File: src/hw/rtl/rnm_pkg.sv
// Shared types and constants for the regex NFA matcher.
// Used by rnm_cell and regex_nfa_matcher; no dependencies.
`timescale 1ns / 1ps

package rnm_pkg;

  localparam logic [1:0] OP_CLEAR  = 2'd0;
  localparam logic [1:0] OP_APPEND = 2'd1;
  localparam logic [1:0] OP_START  = 2'd2;
  localparam logic [1:0] OP_TEXT   = 2'd3;

  localparam logic [7:0] STAR_BYTE = 8'd42;
  localparam logic [7:0] ANY_BYTE  = 8'd46;

  typedef struct packed {
    logic [1:0] op;
    logic [7:0] data_byte;
  } in_item_t;

  typedef struct packed {
    logic matched;
    logic dropped;
  } out_item_t;

  // Per-cell control, decoded once at the top level
  typedef struct packed {
    logic wr_en;   // store a new atom in this cell
    logic star_en; // mark this cell's atom as repeatable
    logic in_use;  // cell index is below the atom count
    logic step;    // text byte: advance the frontier
    logic seed;    // start of text: position 0 becomes active
    logic upd;     // load the frontier bit with the new value
    logic clr;     // pattern op: drop the frontier bit
  } cell_ctrl_t;

endpackage

File: src/hw/rtl/rnm_cell.sv
// One atom cell of the NFA chain: holds an atom and its frontier bit.
// Depends on rnm_pkg for cell_ctrl_t and the pattern byte codes.
`timescale 1ns / 1ps

module rnm_cell (
  input  logic               clk,
  input  logic               rst_n,
  input  rnm_pkg::cell_ctrl_t ctrl,
  input  logic [7:0]         data_byte,
  input  logic               shift_in,  // advance from the left neighbour
  input  logic               eps_in,    // closure from the left neighbour
  output logic               shift_out,
  output logic               eps_out,
  output logic               post_out   // new frontier bit after closure
);

  logic [7:0] byte_r;
  logic       is_any_r;
  logic       starred_r;
  logic       act_r;
  logic       act_nxt;

  logic match;
  logic hit;
  logic pre;

  assign match = is_any_r | (byte_r == data_byte);
  assign hit   = act_r & ctrl.in_use & ctrl.step & match;

  // a starred atom loops on itself, a plain one hands on to the right
  assign shift_out = hit & ~starred_r;
  assign pre       = ctrl.seed | shift_in | (hit & starred_r);
  assign post_out  = pre | eps_in;
  assign eps_out   = post_out & starred_r & ctrl.in_use;

  always_comb begin
    act_nxt = act_r;
    if (ctrl.clr) begin
      act_nxt = 1'b0;
    end else if (ctrl.upd) begin
      act_nxt = post_out;
    end
  end

  always_ff @(posedge clk) begin
    if (!rst_n) begin
      act_r <= 1'b0;
    end else begin
      act_r <= act_nxt;
    end
  end

  always_ff @(posedge clk) begin
    if (ctrl.wr_en) begin
      byte_r    <= data_byte;
      is_any_r  <= (data_byte == rnm_pkg::ANY_BYTE);
      starred_r <= 1'b0;
    end else if (ctrl.star_en) begin
      starred_r <= 1'b1;
    end
  end

endmodule

File: src/hw/rtl/regex_nfa_matcher.sv
// Regex NFA matcher: literal, '.' and postfix '*', full-string match.
// A row of MAX_ATOMS rnm_cell instances; depends on rnm_pkg.
//
// Usage: items on in_item carry an op and a byte. Clear and append ops
// build the pattern, one atom per cell; start-of-text and text-byte ops
// run the text. Every accepted item gives exactly one result on out_item:
// matched (text so far matches the whole pattern) and dropped (pattern
// byte lost because every cell is in use).
// The result is registered and valid on the cycle after acceptance.
// Throughput is one item per cycle while in_stall is low; the frontier
// moves through all cells and its epsilon closure ripples left to right
// along the chain within the cycle that accepts the item.
// While a result waits under out_stall, in_stall is raised and the
// waiting result holds; a result taken in the same cycle frees the slot.
// Reset empties the pattern and the frontier and drops any pending
// result. Atom contents are not cleared; only cells below the atom count
// are ever used.
`timescale 1ns / 1ps

module regex_nfa_matcher #(
  parameter int MAX_ATOMS = 32
) (
  input  logic               clk,
  input  logic               rst_n,
  input  logic               in_valid,
  output logic               in_stall,
  input  rnm_pkg::in_item_t  in_item,
  output logic               out_valid,
  input  logic               out_stall,
  output rnm_pkg::out_item_t out_item
);

  localparam int TW = $clog2(MAX_ATOMS + 1);

  logic [TW-1:0]       atom_total_r, atom_total_nxt;
  logic                star_allowed_r, star_allowed_nxt;
  logic                out_valid_r, out_valid_nxt;
  rnm_pkg::out_item_t  out_item_r, out_item_nxt;

  logic accept;
  logic is_clear, is_append, is_start, is_text;
  logic is_star, table_full;

  rnm_pkg::cell_ctrl_t   ctrl  [MAX_ATOMS];
  logic [MAX_ATOMS-1:0]  shift_c;
  logic [MAX_ATOMS-1:0]  eps_c;
  logic [MAX_ATOMS:0]    post_vec;

  assign in_stall  = out_valid_r & out_stall;
  assign accept    = in_valid & ~in_stall;
  assign is_clear  = accept & (in_item.op == rnm_pkg::OP_CLEAR);
  assign is_append = accept & (in_item.op == rnm_pkg::OP_APPEND);
  assign is_start  = accept & (in_item.op == rnm_pkg::OP_START);
  assign is_text   = accept & (in_item.op == rnm_pkg::OP_TEXT);
  assign is_star   = (in_item.data_byte == rnm_pkg::STAR_BYTE);
  assign table_full = (atom_total_r == TW'(MAX_ATOMS));

  genvar gi;
  generate
    for (gi = 0; gi < MAX_ATOMS; gi++) begin : g_cell
      logic sh_in, ep_in;

      always_comb begin
        ctrl[gi].wr_en   = is_append & ~is_star & (atom_total_r == TW'(gi));
        ctrl[gi].star_en = is_append & is_star & star_allowed_r &
                           (atom_total_r == TW'(gi + 1));
        ctrl[gi].in_use  = (TW'(gi) < atom_total_r);
        ctrl[gi].step    = is_text;
        ctrl[gi].seed    = (gi == 0) ? is_start : 1'b0;
        ctrl[gi].upd     = is_start | is_text;
        ctrl[gi].clr     = is_clear | is_append;
      end

      if (gi == 0) begin : g_head
        assign sh_in = 1'b0;
        assign ep_in = 1'b0;
      end else begin : g_link
        assign sh_in = shift_c[gi-1];
        assign ep_in = eps_c[gi-1];
      end

      rnm_cell u_cell (
        .clk       (clk),
        .rst_n     (rst_n),
        .ctrl      (ctrl[gi]),
        .data_byte (in_item.data_byte),
        .shift_in  (sh_in),
        .eps_in    (ep_in),
        .shift_out (shift_c[gi]),
        .eps_out   (eps_c[gi]),
        .post_out  (post_vec[gi])
      );
    end
  endgenerate

  // position past the last cell: only reached, never stored
  assign post_vec[MAX_ATOMS] = shift_c[MAX_ATOMS-1] | eps_c[MAX_ATOMS-1];

  always_comb begin
    atom_total_nxt   = atom_total_r;
    star_allowed_nxt = star_allowed_r;
    out_valid_nxt    = out_valid_r & out_stall;
    out_item_nxt     = out_item_r;
    if (accept) begin
      out_valid_nxt        = 1'b1;
      out_item_nxt.matched = 1'b0;
      out_item_nxt.dropped = 1'b0;
    end
    if (is_clear) begin
      atom_total_nxt   = '0;
      star_allowed_nxt = 1'b0;
    end else if (is_append) begin
      if (is_star) begin
        star_allowed_nxt = 1'b0;
      end else if (table_full) begin
        star_allowed_nxt     = 1'b0;
        out_item_nxt.dropped = 1'b1;
      end else begin
        atom_total_nxt   = atom_total_r + TW'(1);
        star_allowed_nxt = 1'b1;
      end
    end else if (is_start | is_text) begin
      out_item_nxt.matched = post_vec[atom_total_r];
    end
  end

  always_ff @(posedge clk) begin
    if (!rst_n) begin
      atom_total_r   <= '0;
      star_allowed_r <= 1'b0;
      out_valid_r    <= 1'b0;
    end else begin
      atom_total_r   <= atom_total_nxt;
      star_allowed_r <= star_allowed_nxt;
      out_valid_r    <= out_valid_nxt;
    end
  end

  always_ff @(posedge clk) begin
    out_item_r <= out_item_nxt;
  end

  assign out_valid = out_valid_r;
  assign out_item  = out_item_r;

`ifndef ASSERT_OFF
  a_total_range: assert property (@(posedge clk) disable iff (!rst_n)
    atom_total_r <= TW'(MAX_ATOMS))
    else $error("atom count beyond cell count");

  a_star_needs_atom: assert property (@(posedge clk) disable iff (!rst_n)
    star_allowed_r |-> (atom_total_r != '0))
    else $error("star allowed with empty pattern");

  a_drop_no_match: assert property (@(posedge clk) disable iff (!rst_n)
    out_valid_r && out_item_r.dropped |-> !out_item_r.matched)
    else $error("dropped and matched on one item");

  a_clear_empties: assert property (@(posedge clk) disable iff (!rst_n)
    is_clear |=> (atom_total_r == '0) && !star_allowed_r)
    else $error("clear left atoms behind");
`endif

endmodule
File: config.mk
export PLATFORM = sky130hd
export DESIGN_NAME = regex_nfa_matcher
export DESIGN_NICKNAME = d
export VERILOG_FILES = /design/src/hw/rtl/rnm_pkg.sv /design/src/hw/rtl/rnm_cell.sv /design/src/hw/rtl/regex_nfa_matcher.sv
export SDC_FILE = /design/constraint.sdc
export NUM_CORES = 1
export LEC_CHECK = 0
export CAP_MARGIN = 20
export CELL_PAD_IN_SITES_DETAIL_PLACEMENT = 1
export CELL_PAD_IN_SITES_GLOBAL_PLACEMENT = 1
export CORE_MARGIN = 1.5
export CORE_UTILIZATION = 57
export DETAILED_ROUTE_END_ITERATION = 10
export DONT_BUFFER_PORTS = 1
export PLACE_DENSITY_LB_ADDON = 0.3
export SYNTH_ARGS = -nofsm -noshare
export SYNTH_HDL_FRONTEND = slang
export SYNTH_SLANG_ARGS = --single-unit
File: constraint.sdc
create_clock -name clk -period 8.4 [get_ports clk]
set_input_delay 0.84 -clock clk [delete_from_list [all_inputs] [get_ports clk]]
set_output_delay 0.84 -clock clk [all_outputs]
set_load 0.01 [all_outputs]
==> flow_summary.json <==
{
  "outcome": "finished clean",
  "vdd_drop_max_mv": 0.198,
  "synth_top_area_cell": "edfxtp_1",
  "synth_edf_count": 288,
  "grt_pass1_vias": 11500,
  "antenna_left": 0,
  "r2r-start": "atom_total_r[1]",
  "async_flop_share_pct": 0,
  "numCtsBuffers": 39,
  "drive_above_1_share_pct": 7.83,
  "synth_mux_area_share_pct": 0.309,
  "vias": 10900,
  "skew_ns": 0.0161,
  "cts.clk_slew.worst_paths_ns": 0.06,
  "num-nets-final": 1367,
  "grt.total_usage_pct": 28.1,
  "netlist_instances": 1357,
  "fp.coreArea_um2": 28700,
  "end_kind": "flip-flop",
  "synth.most_common_cell": "edfxtp_1",
  "grtUsageMet2_pct": 49.2,
  "fin_tns_setup_ns": 0,
  "syn-num-nets": 1374,
  "yosys-top-cells-area": "edfxtp_1, dfxtp_1, xor2_1, xnor2_1, nor2_1",
  "power_density_nw_per_um2": 209,
  "port_buffers": 0,
  "critPathLaunchType": "flip-flop",
  "synthAdderAreaFrac_pct": 0.226,
  "num_antenna_cells": 0,
  "finalCritPeriodShare_pct": 56.1,
  "tightest_slew_ns": 1.03,
  "gr-usage-met1_pct": 36.3,
  "viasPerCell": 6.18,
  "hold_path.class": "input pin to flip-flop",
  "final_util_pct": 63.0,
  "post-route-min-period_ns": 4.71,
  "crit-reg2reg-capture": "out_item[1]",
  "cp_data_required_time_ns": 8.82,
  "clock.fmax_mhz": 212,
  "clk_latency_ns": 0.53,
  "initial_core_util_pct": 57.9,
  "reg2regPathDepth": 17,
  "use_met3_pct": 3.95,
  "cp_max_fo": 16,
  "p_leak_uw": 0.00600,
  "syn_area_um2": 16600,
  "relSlewSlack_pct": 30.7,
  "drc": 0,
  "ioPinCount": 18,
  "cts_hold_buf": 0,
  "rows": 62,
  "hold_path_depth": 0,
  "synth_top_family_by_area": "XOR/XNOR gates",
  "wire_per_inst_um": 23.7,
  "cts.sinks": 362,
  "ys_warn_count": 0,
  "gp_congestion": 0.900,
  "hold-path-endpoint": "g_cell[19].u_cell.byte_r[3]",
  "hold_viol": 0,
  "synth_xor_area_share_pct": 13.7,
  "cts_tree": "yes",
  "maxCapViolCount": 0,
  "crit_arrival_ns": 5.13,
  "ys_types": 86,
  "first_iter_violations": 882,
  "gr-total-overflow": 0,
  "synthSimpleGateAreaFrac_pct": 12.1,
  "clockRootBuffer": "clkbuf_16",
  "r2r_setup_slack_ns": 3.69,
  "seq_area_frac_synth_pct": 60.9,
  "antenna_found_initial": 0,
  "cts_buffer_depth": 3,
  "grt_pass1_wl_mm": 65.5,
  "slew_violations": 0,
  "drt_first_pass_iters": 5,
  "synth_top_area_share_pct": 52.0,
  "dieWidth_um": 174,
  "totalWireLength_mm": 41.9,
  "postCtsResizedCells": 0,
  "top_usage_layer": "met2",
  "detailed_place_hpwl_mm": 25.7,
  "syn2layout_area_growth_pct": 8.74,
  "die_y_um": 174,
  "grt_start_max_net_pins": 67,
  "dieArea_um2": 30200,
  "ys_ff_latch": 362,
  "synth_compound_area_share_pct": 9.24,
  "post-cts-setup-buffer-count": 0,
  "holdWs_ns": 0.407,
  "rsz0062_at_grt": "no",
  "htreeDepth": 2,
  "crit_type": "flip-flop to flip-flop",
  "avgSynthCellArea_um2": 12.3,
  "min_from": "in_item[3]",
  "synth_ff_type": "edfxtp_1",
  "synth_commonest_cells": "edfxtp_1, xor2_1, nor2_1",
  "setup_viol": 0
}
==> state kept, by name (all words and copies together) (netlist names) <==
name,cells
g_cell.u_cell.starred_r,32
atom_total_r,6
out_valid,1
g_cell.u_cell.byte_r,256
g_cell.u_cell.is_any_r,32
out_item,2
star_allowed_r,1
g_cell.u_cell.act_r,32
==> critical path, stage by stage, from the launching register on <==
cell and delay (ns):
dfxtp_1 0.45, inv_1 0.23, ha_1 0.70, inv_1 0.26, o21ai_0 0.23, nand2_1 0.15
and2_1 0.20, o21ai_0 0.13, nand4_1 0.18, a211oi_2 0.30, nor3_4 0.11, a2111oi_4 0.45
nor3_2 0.11, o21ai_2 0.28, a221oi_2 0.13, a41oi_2 0.26, o221ai_1 0.14, a211o_1 0.30
==> worst max-delay path by stage <==
stage	startpoint	to	cells past startpoint
after detailed placement	atom_total_r[1]	out_item[1]	16
final	atom_total_r[1]	out_item[1]	17
after floorplan	in_item[0]	g_cell[5].u_cell.byte_r[0]	10
after global placement	in_valid	out_item[1]	15
after CTS	atom_total_r[1]	out_item[1]	16
after global routing	atom_total_r[1]	out_item[1]	16
==> where the power goes <==
group	switching [uW]	internal (uW)	total, uW
sequential	2.52	1930	1930
combinational	48.9	41.6	90.5
clock	685	1070	1750
total	737	3040	3780
==> metal layers <==
| metal | wire (um) | vias up |
|---|---|---|
| met5 | 0 | - |
| met4 | 1030 | 0 |
| met3 | 2050 | 89 |
| met2 | 21200 | 340 |
| met1 | 17600 | 5541 |
| li1 | - | 4920 |
==> kinds of logic (layout without fill, tap and decap cells) <==
logic type | after synthesis | count (layout)
buffers and inverters | 90 | 112
adder cells (fa/ha/maj) | 3 | 3
AO/OA/AOI/OAI | 230 | 230
flip-flops | 362 | 362
AND/OR/NAND/NOR | 407 | 407
XOR/XNOR | 260 | 260
multiplexers | 5 | 5
==> area by class of cell <==
cell class,instances,area [um^2]
repair buffers,18,135
flip-flops and latches,362,10100
well taps,384,480
fillers,2792,10600
clock inverters,19,219
multi-input cells,905,5930
inverters,24,90.1
clock buffers,51,1090
==> through the flow <==
step | total power, uW | setup slack (ns) | instances | instance area, um^2
2_1_floorplan | 2080 | 4.46 | 1357 | 16600
3_3_place_gp | 2060 | 3.95 | 1692 | 16800
3_5_place_dp | 2060 | 3.89 | 1693 | 16800
4_1_cts | 3800 | 3.85 | 1763 | 18100
5_1_grt | 3870 | 3.45 | 1763 | 18100
6_report | 3780 | 3.69 | 1763 | 18100
==> cell usage in the layout (no fill, tap or decap), types with 25 or more instances in the layout <==
| cell type | n |
|---|---|
| edfxtp_1 | 288 |
| xor2_1 | 167 |
| nor2_1 | 135 |
| xnor2_1 | 93 |
| nand2_1 | 92 |
| a21oi_1 | 90 |
| dfxtp_1 | 74 |
| nor4_1 | 44 |
| clkbuf_16 | 41 |
| nand3_1 | 32 |
| nand4_1 | 26 |
| a31oi_1 | 25 |
(Power assumes the default switching activity.)
